## config.mk

```make
export PLATFORM = sky130hd
export DESIGN_NAME = spurious_wake_limiter_top_flat
export DESIGN_NICKNAME = d
export VERILOG_FILES = /design/src/hw/rtl/swl_pkg.sv /design/src/hw/rtl/swl_in_if.sv /design/src/hw/rtl/swl_out_if.sv /design/src/hw/rtl/swl_step.sv /design/src/hw/rtl/spurious_wake_limiter_top.sv /design/src/flat_wrapper.sv
export VERILOG_INCLUDE_DIRS = /design/src /design/src/hw/rtl
export SDC_FILE = /design/constraint.sdc
export NUM_CORES = 1
export LEC_CHECK = 0
export ABC_AREA = 1
export BUFFER_PORTS_ARGS = -buffer_cell sky130_fd_sc_hd__clkbuf_2
export CAP_MARGIN = 0
export CORE_MARGIN = 2
export CORE_UTILIZATION = 30
export DETAILED_ROUTE_END_ITERATION = 10
export GPL_TIMING_DRIVEN = 0
export PLACE_DENSITY = 0.57
export SYNTH_ARGS = -nofsm -noshare
export SYNTH_HDL_FRONTEND = slang
export SYNTH_SLANG_ARGS = --single-unit
```

## constraint.sdc

```tcl
create_clock -name clk -period 14.6 [get_ports clk]
set_input_delay 1.46 -clock clk [delete_from_list [all_inputs] [get_ports clk]]
set_output_delay 1.46 -clock clk [all_outputs]
set_load 0.01 [all_outputs]
```

## src/hw/rtl/spurious_wake_limiter_top_assert.svh

```systemverilog
// Assertion helpers for the spurious wake limiter top level.
`ifndef SPURIOUS_WAKE_LIMITER_TOP_ASSERT_SVH
`define SPURIOUS_WAKE_LIMITER_TOP_ASSERT_SVH

// Check cons in the same cycle as ante.
`define SWL_ASSERT_SAME(lbl, ante, cons, msg) \
  lbl: assert property (@(posedge clk) disable iff (!rst_n) (ante) |-> (cons)) \
    else $error(msg);

// Check cons in the cycle after ante.
`define SWL_ASSERT_NEXT(lbl, ante, cons, msg) \
  lbl: assert property (@(posedge clk) disable iff (!rst_n) (ante) |=> (cons)) \
    else $error(msg);

`endif

```

## src/hw/rtl/swl_pkg.sv

```systemverilog
package swl_pkg;

  // Event codes
  localparam logic [2:0] ACT_BOOT   = 3'd0;
  localparam logic [2:0] ACT_TICK   = 3'd1;
  localparam logic [2:0] ACT_MOTION = 3'd2;
  localparam logic [2:0] ACT_BARREL = 3'd3;
  localparam logic [2:0] ACT_FAIL   = 3'd4;

  // Configuration register indexes
  localparam logic [2:0] CFG_WAKE_MASK  = 3'd0;
  localparam logic [2:0] CFG_SENSOR_PIN = 3'd1;
  localparam logic [2:0] CFG_VALID_TIME = 3'd2;
  localparam logic [2:0] CFG_LIMIT      = 3'd3;
  localparam logic [2:0] CFG_WINDOW     = 3'd4;

  // Configuration reset values
  localparam logic [63:0] RST_WAKE_MASK  = 64'd0;
  localparam logic [5:0]  RST_SENSOR_PIN = 6'd8;
  localparam logic [15:0] RST_VALID_TIME = 16'd200;
  localparam logic [7:0]  RST_LIMIT      = 8'd3;
  localparam logic [31:0] RST_WINDOW     = 32'd30000;

  localparam logic [7:0] COUNT_MAX = 8'd255;

  typedef struct packed {
    logic [2:0]  action;
    logic [31:0] now_ms;
    logic [63:0] rtc_ms;
    logic        cold_boot;
    logic        wake_by_gpio;
    logic        barrel_held;
    logic        tip_held;
    logic        sensor_asserted;
  } in_word_t;

  typedef struct packed {
    logic [63:0] wake_mask;
    logic        mask_written;
    logic        sensor_wake_on;
    logic [7:0]  spurious_total;
    logic        check_pending;
  } out_word_t;

  typedef struct packed {
    logic [63:0] wake_source_mask;
    logic [5:0]  sensor_pin;
    logic [15:0] validation_time;
    logic [7:0]  spurious_limit;
    logic [31:0] window_length;
  } cfg_t;

  typedef struct packed {
    logic        retained_valid;
    logic [63:0] window_start;
    logic [7:0]  wake_count;
    logic        sensor_enabled;
    logic        pending;
    logic [31:0] deadline;
  } state_t;

endpackage

```

## src/hw/rtl/swl_in_if.sv

```systemverilog
interface swl_in_if;
  logic               valid;
  logic               ready;
  swl_pkg::in_word_t  data;

  modport source (output valid, output data, input ready);
  modport sink (input valid, input data, output ready);
endinterface

```

## src/hw/rtl/swl_out_if.sv

```systemverilog
interface swl_out_if;
  logic               valid;
  logic               ready;
  swl_pkg::out_word_t data;

  modport source (output valid, output data, input ready);
  modport sink (input valid, input data, output ready);
endinterface

```

## src/hw/rtl/swl_step.sv

```systemverilog
module swl_step (
  input  swl_pkg::in_word_t  item,
  input  swl_pkg::state_t    st,
  input  swl_pkg::cfg_t      cfg,
  output swl_pkg::state_t    st_nxt,
  output swl_pkg::out_word_t res
);

  logic [63:0] rtc_diff;
  logic        rtc_ge;
  logic        in_window;
  logic [7:0]  cnt_base;
  logic [7:0]  cnt_inc;
  logic [31:0] since_deadline;
  logic        gpio_wake;
  logic        mask_written;
  swl_pkg::state_t st_cnt;
  swl_pkg::state_t st_boot;
  logic [63:0] sensor_bit;

  // Window check: one shared subtract and compare
  assign rtc_diff  = item.rtc_ms - st.window_start;
  assign rtc_ge    = item.rtc_ms >= st.window_start;
  assign in_window = (st.window_start != 64'd0) && rtc_ge &&
                     (rtc_diff[63:32] == 32'd0) &&
                     (rtc_diff[31:0] <= cfg.window_length);

  // Count one spurious wake
  assign cnt_base = in_window ? st.wake_count : 8'd0;
  assign cnt_inc  = (cnt_base == swl_pkg::COUNT_MAX) ? cnt_base : cnt_base + 8'd1;

  always_comb begin
    st_cnt              = st;
    st_cnt.window_start = in_window ? st.window_start : item.rtc_ms;
    st_cnt.wake_count   = cnt_inc;
    if (cnt_inc >= cfg.spurious_limit) begin
      st_cnt.sensor_enabled = 1'b0;
    end
    st_cnt.pending  = 1'b0;
    st_cnt.deadline = 32'd0;
  end

  // Boot handling; cold boot wins over a pin wake
  assign gpio_wake = item.wake_by_gpio && !item.cold_boot;

  always_comb begin
    st_boot = st;
    if (!st.retained_valid || item.cold_boot) begin
      st_boot.retained_valid = 1'b1;
      st_boot.window_start   = 64'd0;
      st_boot.wake_count     = 8'd0;
      st_boot.sensor_enabled = 1'b1;
    end else if (st.sensor_enabled && (st.window_start != 64'd0) && !in_window) begin
      st_boot.wake_count   = 8'd0;
      st_boot.window_start = 64'd0;
    end
    st_boot.pending  = 1'b0;
    st_boot.deadline = 32'd0;
    if (item.barrel_held) begin
      st_boot.wake_count     = 8'd0;
      st_boot.window_start   = 64'd0;
      st_boot.sensor_enabled = 1'b1;
    end else if (gpio_wake && st_boot.sensor_enabled && item.sensor_asserted &&
                 !item.tip_held) begin
      st_boot.pending  = 1'b1;
      st_boot.deadline = item.now_ms + {16'd0, cfg.validation_time};
    end
  end

  assign since_deadline = item.now_ms - st.deadline;

  // Select the next state by event
  always_comb begin
    st_nxt       = st;
    mask_written = 1'b0;
    unique case (item.action)
      swl_pkg::ACT_BOOT: begin
        st_nxt       = st_boot;
        mask_written = 1'b1;
      end
      swl_pkg::ACT_TICK: begin
        if (st.pending && !since_deadline[31]) begin
          st_nxt       = st_cnt;
          mask_written = 1'b1;
        end
      end
      swl_pkg::ACT_MOTION, swl_pkg::ACT_BARREL: begin
        st_nxt.wake_count     = 8'd0;
        st_nxt.window_start   = 64'd0;
        st_nxt.sensor_enabled = 1'b1;
        st_nxt.pending        = 1'b0;
        st_nxt.deadline       = 32'd0;
        mask_written          = 1'b1;
      end
      swl_pkg::ACT_FAIL: begin
        if (st.pending) begin
          st_nxt       = st_cnt;
          mask_written = 1'b1;
        end
      end
      default: begin
        st_nxt       = st;
        mask_written = 1'b0;
      end
    endcase
  end

  // Build the result word from the updated state
  assign sensor_bit = 64'd1 << cfg.sensor_pin;

  always_comb begin
    res.wake_mask      = st_nxt.sensor_enabled ? cfg.wake_source_mask :
                         (cfg.wake_source_mask & ~sensor_bit);
    res.mask_written   = mask_written;
    res.sensor_wake_on = st_nxt.sensor_enabled;
    res.spurious_total = st_nxt.wake_count;
    res.check_pending  = st_nxt.pending;
  end

endmodule

```

## src/hw/rtl/spurious_wake_limiter_top.sv

```systemverilog
// Spurious wake limiter: takes event words and returns exactly one result word per
// event, in order. An event is held in an input register, evaluated against the
// retained state in a single pass and written to the output register, which holds
// its result word until it is taken. The block sustains one word per cycle while
// the result side keeps taking words. The longest path is the 64-bit window
// subtract and compare feeding the counter update. Configuration writes land at once
// and should be made while no event is in flight.
module spurious_wake_limiter_top (
  input  logic        clk,
  input  logic        rst_n,
  swl_in_if.sink      in_chan,
  swl_out_if.source   out_chan,
  input  logic        cfg_we,
  input  logic [2:0]  cfg_idx,
  input  logic [63:0] cfg_wdata
);

  `include "spurious_wake_limiter_top_assert.svh"

  swl_pkg::cfg_t      cfg_r;
  swl_pkg::state_t    st_r;
  swl_pkg::state_t    st_nxt;
  swl_pkg::in_word_t  s1_data_r;
  logic               s1_valid_r;
  swl_pkg::out_word_t out_data_r;
  swl_pkg::out_word_t res;
  logic               out_valid_r;
  logic               out_adv;
  logic               s1_fire;
  logic               in_fire;

  // Handshake flow
  assign out_adv       = !out_valid_r || out_chan.ready;
  assign s1_fire       = s1_valid_r && out_adv;
  assign in_chan.ready = !s1_valid_r || s1_fire;
  assign in_fire       = in_chan.valid && in_chan.ready;

  // Configuration registers
  always_ff @(posedge clk) begin
    if (!rst_n) begin
      cfg_r.wake_source_mask <= swl_pkg::RST_WAKE_MASK;
      cfg_r.sensor_pin       <= swl_pkg::RST_SENSOR_PIN;
      cfg_r.validation_time  <= swl_pkg::RST_VALID_TIME;
      cfg_r.spurious_limit   <= swl_pkg::RST_LIMIT;
      cfg_r.window_length    <= swl_pkg::RST_WINDOW;
    end else if (cfg_we) begin
      unique case (cfg_idx)
        swl_pkg::CFG_WAKE_MASK:  cfg_r.wake_source_mask <= cfg_wdata;
        swl_pkg::CFG_SENSOR_PIN: cfg_r.sensor_pin       <= cfg_wdata[5:0];
        swl_pkg::CFG_VALID_TIME: cfg_r.validation_time  <= cfg_wdata[15:0];
        swl_pkg::CFG_LIMIT:      cfg_r.spurious_limit   <= cfg_wdata[7:0];
        swl_pkg::CFG_WINDOW:     cfg_r.window_length    <= cfg_wdata[31:0];
        default: begin
          cfg_r <= cfg_r;
        end
      endcase
    end
  end

  // Input register: capture an accepted word
  always_ff @(posedge clk) begin
    if (!rst_n) begin
      s1_valid_r <= 1'b0;
    end else if (in_fire) begin
      s1_valid_r <= 1'b1;
    end else if (s1_fire) begin
      s1_valid_r <= 1'b0;
    end
  end

  always_ff @(posedge clk) begin
    if (in_fire) begin
      s1_data_r <= in_chan.data;
    end
  end

  swl_step u_step (
    .item   (s1_data_r),
    .st     (st_r),
    .cfg    (cfg_r),
    .st_nxt (st_nxt),
    .res    (res)
  );

  // Retained state: advance when the event moves to the output register
  always_ff @(posedge clk) begin
    if (!rst_n) begin
      st_r.retained_valid <= 1'b0;
      st_r.window_start   <= 64'd0;
      st_r.wake_count     <= 8'd0;
      st_r.sensor_enabled <= 1'b1;
      st_r.pending        <= 1'b0;
      st_r.deadline       <= 32'd0;
    end else if (s1_fire) begin
      st_r <= st_nxt;
    end
  end

  // Output register: hold until taken
  always_ff @(posedge clk) begin
    if (!rst_n) begin
      out_valid_r <= 1'b0;
    end else if (s1_fire) begin
      out_valid_r <= 1'b1;
    end else if (out_chan.ready) begin
      out_valid_r <= 1'b0;
    end
  end

  always_ff @(posedge clk) begin
    if (s1_fire) begin
      out_data_r <= res;
    end
  end

  assign out_chan.valid = out_valid_r;
  assign out_chan.data  = out_data_r;

  // Consistency checks on the retained state
  `SWL_ASSERT_SAME(a_disabled_counted, !st_r.sensor_enabled, st_r.wake_count != 8'd0, "sensor disabled with zero count")
  `SWL_ASSERT_SAME(a_pending_enabled, st_r.pending, st_r.sensor_enabled, "check pending while sensor disabled")
  `SWL_ASSERT_SAME(a_idle_deadline, !st_r.pending, st_r.deadline == 32'd0, "deadline left over with no check pending")
  `SWL_ASSERT_NEXT(a_motion_clears, s1_fire && (s1_data_r.action == swl_pkg::ACT_MOTION), out_data_r.sensor_wake_on && out_data_r.mask_written && (out_data_r.spurious_total == 8'd0), "motion did not clear the limiter")

endmodule

```

## src/flat_wrapper.sv

```systemverilog
// flat-port wrapper written by rule: the top's interface ports become plain ports
module spurious_wake_limiter_top_flat 
  (clk, rst_n, cfg_we, cfg_idx, cfg_wdata, in_chan_valid, in_chan_data, in_chan_ready, out_chan_valid, out_chan_data, out_chan_ready);
  swl_in_if in_chan_i ();
  swl_out_if out_chan_i ();
  input  logic clk;
  input  logic rst_n;
  input  logic cfg_we;
  input  logic [2:0] cfg_idx;
  input  logic [63:0] cfg_wdata;
  input wire logic [$bits(in_chan_i.valid)-1:0] in_chan_valid;
  input wire logic [$bits(in_chan_i.data)-1:0] in_chan_data;
  output wire logic [$bits(in_chan_i.ready)-1:0] in_chan_ready;
  output wire logic [$bits(out_chan_i.valid)-1:0] out_chan_valid;
  output wire logic [$bits(out_chan_i.data)-1:0] out_chan_data;
  input wire logic [$bits(out_chan_i.ready)-1:0] out_chan_ready;
  assign in_chan_i.valid = in_chan_valid;
  assign in_chan_i.data = in_chan_data;
  assign in_chan_ready = in_chan_i.ready;
  assign out_chan_valid = out_chan_i.valid;
  assign out_chan_data = out_chan_i.data;
  assign out_chan_i.ready = out_chan_ready;
  spurious_wake_limiter_top u_core (.clk(clk), .rst_n(rst_n), .in_chan(in_chan_i), .out_chan(out_chan_i), .cfg_we(cfg_we), .cfg_idx(cfg_idx), .cfg_wdata(cfg_wdata));
endmodule
```

== Word level (Yosys, flattened, before mapping) ==
Cells that the tools add are included.

* Add/sub/neg operators: 4
* $lt $le $gt $ge: 3
* Equal/unequal tests: 12
* Shift-type cells: 1
* Muxes and demuxes: 23
* Bitwise gates (word level): 4
* Reduce and logical (&&, ||, !) cells: 39

{| class="wikitable"
|+ Operators by type and width
! cell !! number
|-
| $pmux W106 S4 || 1
|-
| $mux W106 || 2
|-
| $mux W72 || 2
|-
| $mux W64 || 2
|-
| $mux W73 || 1
|-
| $mux W33 || 2
|-
| $and A64 B64 Y64 || 1
|-
| $ge A64 B64 Y1 || 1
|-
| $not A64 Y64 || 1
|-
| $reduce_bool A64 Y1 || 1
|-
| $shl A1 B6 Y64 const A || 1
|-
| $sub A64 B64 Y64 || 1
|-
| $add A32 B16 Y32 || 1
|-
| $le A32 B32 Y1 || 1
|-
| $logic_not A32 Y1 || 1
|-
| $sub A32 B32 Y32 || 1
|-
| $mux W8 || 2
|-
| $eq A3 B2 Y1 const B || 4
|-
| $logic_and A1 B1 Y1 || 12
|-
| $reduce_and A2 Y1 || 5
|-
| $reduce_and A5 Y1 || 2
|-
| $mux W1 || 9
|-
| $add A8 B1 Y8 const B || 1
|-
| $eq A8 B8 Y1 const B || 1
|-
| 16 further kinds || 30
|}

* Register bits: 414
* Input port bits: 176
* Output and inout bits: 77
* Logic and storage cells: 112

== Depth between registers and ports, before layout ==
* Word-level depth: 12
* Mapped depth: 53
* Mapped depth without buffers: 51

== Modules after synthesis ==
Synthesis repeated with hierarchy kept, for this count alone.

* Cell total of the unflattened synthesis: 4,626
* Area total of the unflattened synthesis: 30,389.1 sq um

{| class="wikitable"
|+ By module, submodules not included
! module !! instances !! cells an instance !! area an instance (sq um) !! sequential area each (sq um)
|-
| swl_step || 1 || 3,104 || 15,352.2 || 0.0
|-
| spurious_wake_limiter_top || 1 || 1,522 || 15,036.9 || 10,079.7
|}

== Worst setup path after synthesis ==
OpenSTA, ideal clock, no wires.

* Path kind: register -> register
* From: register u_core.s1_data_r[5] in the netlist's numbering
* To: register u_core.out_data_r, in the netlist u_core.out_chan.data[66], data pin
* Library setup time: 0.273 ns
* Data arrival time: 6.329 ns
* Required time: 14.327 ns
* Path slack: 7.999 ns
* Stages on the path, launching flop included: 52
* Buffers on the path: 2
* Clock period less this slack: 6.601 ns
* Cell sequence: edfxtp_1 > inv_1 > ha_1 > fa_1 > inv_1 > nand3_1 > nand2_2 > nand2_1 > nand2_2 > nand2_1 > nand2_1 > nand3_1 > nand2_1 > xor2_1 > ha_1 > nand2_1 > nor2_1 > nand4_1 > (+16 left out) > nand3_4 > o21ai_1 > inv_1 > ha_1 > a21boi_0 > o21a_1 > o21a_1 > o21ai_0 > nand2_1 > a21oi_1 > o21ai_0 > o21ai_0 > o211ai_1 > o2111ai_1 > nand2_1 > clkbuf_1 > clkbuf_1 > a21boi_0

{| class="wikitable"
|+ RTL lines
! what !! RTL line !! source
|-
| from (decl) || spurious_wake_limiter_top.sv:23 || <nowiki>swl_pkg::in_word_t s1_data_r;</nowiki>
|-
| from (signal assigned) || spurious_wake_limiter_top.sv:73 || <nowiki>s1_data_r <= in_chan.data;</nowiki>
|-
| to (signal assigned) || spurious_wake_limiter_top.sv:112 || <nowiki>out_data_r <= res;</nowiki>
|-
| to (decl) || spurious_wake_limiter_top.sv:25 || <nowiki>swl_pkg::out_word_t out_data_r;</nowiki>
|}

==> results.sh <==
export IMPL_p_leak_nw=13.47
export IMPL_first_pass_iters=6
export IMPL_slowest_stage="edfxtp_1"
export IMPL_ys_types=50
export IMPL_setup_tns_ns=0
export IMPL_crit_arrival_ns=9.54
export IMPL_wl_per_cell_um=16.57
export IMPL_crit_top_cell="nand2_1"
export IMPL_die_area_um2=83600
export IMPL_wl_met1_mm=37.26
export IMPL_critPathMaxFanout=10
export IMPL_reg2reg_setup_slack_ns=5.41
export IMPL_cts_buffers=51
export IMPL_cts_tree="built"
export IMPL_synth_edf_count=179
export IMPL_grt_pass1_vias=20518
export IMPL_drv_cap=0
export IMPL_run_status="completed"
export IMPL_fp_coreArea_um2=80550
export IMPL_regToRegEndpoint="u_core.out_chan.data[66]"
export IMPL_p_sw_share_pct=30.45
export IMPL_yosysSeqAreaShare_pct=41.33
export IMPL_clockBufferDepth=3
export IMPL_final_min_clock_period_ns=9.193
export IMPL_wirelength_mm=79.00
export IMPL_grt_pass1_wl_mm=119.0
export IMPL_cts_hold_buf=0
export IMPL_row_count=104
export IMPL_fin_cells=4768
export IMPL_async_reset_ff_share_pct=0
export IMPL_start_kind="flip-flop"
export IMPL_placed_cells=4672
export IMPL_critPathKind="flip-flop to flip-flop"
export IMPL_min_period_over_period_pct=62.97
export IMPL_antenna_found_initial=9
export IMPL_io_pins=253
export IMPL_fp_dieH_um=289.1
export IMPL_p_seq_share_pct=40.7
export IMPL_combPwrFrac_pct=18.7
export IMPL_track_usage_pct=18.55
export IMPL_syn_nets=3688
export IMPL_synth_seq_cells=414
export IMPL_clock_skew_ns=0.05178
export IMPL_cts_sinks=414
export IMPL_fillCellCount=8670
export IMPL_drc=0
export IMPL_via_per_inst=4.647
export IMPL_critPathCaptureType="flip-flop"
export IMPL_overflow=0
export IMPL_routed_top_layer="met5"
export IMPL_setup_violations_final=0
export IMPL_rsz0062_at_grt="no"
export IMPL_worstMarginPinSlew_ns=1.125
export IMPL_p_int_w=0.002229
export IMPL_initial_core_util_pct=30.28
export IMPL_clk_pin_slew_ns=0.06
export IMPL_required_ns=14.95
export IMPL_yosys_warnings=0
export IMPL_final_hold_viol_count=0
export IMPL_area_growth_pct=17.93
export IMPL_ff_latch_area_um2=10080
export IMPL_min_delay_start="u_core.st_r[22]"
export IMPL_slew_headroom_pct=24.44
export IMPL_worstSkewPairLatency_ns=0.64
export IMPL_slew_viol_final=0
export IMPL_ant_nets=0
export IMPL_multiInputGateArea_um2=11990
export IMPL_place_hpwl_mm=63.64
export IMPL_dieWidth_um=289.1
export IMPL_wl_met3_mm=4.875
export IMPL_drt_iter0_drc=1425
export IMPL_min_path_type="flip-flop to flip-flop"
export IMPL_cts_resized_gates=0
export IMPL_insertedDiodeCount=0
export IMPL_htree_levels=2
export IMPL_postCtsSetupRepairBufs=0
export IMPL_wl_met2_mm=34.67
export IMPL_cts_root_buffer="clkbuf_16"
export IMPL_ys_flop_type="dfxtp_1"
export IMPL_hold_depth=2
export IMPL_ir_worst_vdd_v=0.00008755
export IMPL_num_vias=22155
export IMPL_power_density_nw_per_um2=111.4
export IMPL_rr_startpoint="u_core.s1_data_r[7]"
export IMPL_power_switching_w=0.0009756
export IMPL_clock_fmax_mhz=108.8
export IMPL_holdPathEnd="u_core.st_r[22]"
export IMPL_clkPwrFrac_pct=40.7
export IMPL_slowest_delay_ns=0.52
export IMPL_syn_inst=3359
export IMPL_syn_area_um2=24390
export IMPL_grt_max_degree=84
export IMPL_gp_congestion=0.9683
export IMPL_r2r_cells=49
export IMPL_nets=3994
export IMPL_io_buffers=252
export IMPL_syn_area_per_cell_um2=7.261
export IMPL_drive_above_1_share_pct=11.17
## final cells by class
class | instances | area share (%)
flip-flops and latches | 414 | 35.04
well taps | 1060 | 4.611
clock inverters | 26 | 1.183
repair buffers | 253 | 4.481
multi-input cells | 2344 | 41.69
clock buffers | 70 | 4.894
plain buffers | 99 | 1.505
inverters | 502 | 6.595
## how the worst max path moves through the flow
stage / start / slack (ns) / end
final: u_core.s1_data_r[7] / 5.41 / u_core.out_chan.data[66]
after global routing: u_core.s1_data_r[5] / 4.72 / u_core.out_chan.data[71]
after CTS: u_core.s1_data_r[5] / 5.41 / u_core.out_chan.data[67]
after detailed placement: u_core.s1_data_r[5] / 5.42 / u_core.out_chan.data[67]
after global placement: u_core.s1_data_r[5] / 5.44 / u_core.out_chan.data[67]
after floorplan: u_core.s1_data_r[5] / 8.00 / u_core.out_chan.data[66]
## metrics by stage
stage                     util, %  worst slack (ns)  cell area (µm²)  total power [W]  hold WS (ns)
after floorplan                 -             7.999            24390         0.001714        0.4302
after global placement      33.49             5.441            26980         0.001921        0.4433
after detailed placement    33.54             5.420            27010         0.001923        0.4466
after CTS                   35.71             5.408            28760         0.003245        0.4554
after global routing        35.71             4.716            28760         0.003377        0.4822
final                       35.71             5.407            28760         0.003204        0.4526
## kinds of logic (layout without fill, tap and decap cells)
group           Yosys count  in the layout  synth area share, %
simple gates           1593           1593                26.88
buf+inv                 601            950                9.511
compound gates          549            549                12.61
flops                   414            414                41.33
fa+ha+maj               153            153                7.911
xor+xnor                 49             49                1.760
## cell usage after synthesis (13+ instances only)
cell | instances | area, µm²
nand3_1 | 90 | 450.4
nand2_1 | 867 | 3254
o211ai_1 | 14 | 105.1
nor2_2 | 18 | 112.6
clkbuf_1 | 76 | 285.3
inv_1 | 485 | 1821
xor2_1 | 41 | 359.1
o21bai_1 | 13 | 97.59
ha_1 | 151 | 1889
a211oi_1 | 14 | 105.1
a31oi_1 | 16 | 100.1
a21boi_0 | 67 | 503.0
dfxtp_1 | 235 | 4705
nor3_1 | 35 | 175.2
nor2_1 | 472 | 1772
nand4_1 | 49 | 306.5
nor4_1 | 18 | 112.6
buf_4 | 14 | 105.1
edfxtp_1 | 179 | 5375
o21ai_1 | 75 | 375.4
a21oi_1 | 171 | 855.8
o21ai_0 | 166 | 830.8
## flip-flops by register name, summed over array words and instances (netlist names)
name	cells
u_core.s1_valid_r	1
u_core.s1_data_r	104
u_core.st_r	107
u_core.out_chan.data	75
u_core.cfg_r	126
u_core.out_chan.valid	1
## power by group through the flow
stage | sequential, W | combinational [W] | clock (W)
6_report | 0.00130 | 0.000598 | 0.00130
5_1_grt | 0.00131 | 0.000678 | 0.00139
4_1_cts | 0.00130 | 0.000597 | 0.00134
3_5_place_dp | 0.00133 | 0.000594 | 0
3_3_place_gp | 0.00133 | 0.000589 | 0
2_1_floorplan | 0.00132 | 0.000392 | 0
## routing by layer
metal | vias up | GRT usage (%)
met5 | - | 0
met1 | 9973 | 25.82
met2 | 593 | 29.62
li1 | 11457 | -
met4 | 10 | 5.193
met3 | 122 | 3.031
## critical path: cells and delay by family, from the launching register on
family | cells | cell delay, ns
AND/OR/NAND/NOR | 27 | 3.94
AO/OA/AOI/OAI | 11 | 1.53
buffers and inverters | 6 | 1.42
adder cells (fa/ha/maj) | 4 | 1.08
flip-flops | 1 | 0.52
XOR/XNOR | 1 | 0.41
## cell usage in the layout (no fill, tap or decap), drive strengths merged, types with 4 or more instances in the layout
| master | instances |
|---|---|
| a21oi | 171 |
| xnor2 | 8 |
| buf | 24 |
| nand3b | 13 |
| nand2 | 872 |
| inv | 499 |
| nand3 | 96 |
| clkinv | 19 |
| a211oi | 14 |
| bufinv | 4 |
| clkbuf | 398 |
| nor2 | 493 |
| o21bai | 13 |
| o21ai | 241 |
| edfxtp | 179 |
| o211ai | 14 |
| or2 | 10 |
| a31oi | 16 |
| nand4 | 49 |
| a21boi | 67 |
| ha | 151 |
| clkinvlp | 6 |
| nor4 | 18 |
| dfxtp | 235 |
| o21a | 6 |
| xor2 | 41 |
| nor3 | 37 |
(Power assumes the default switching activity.)
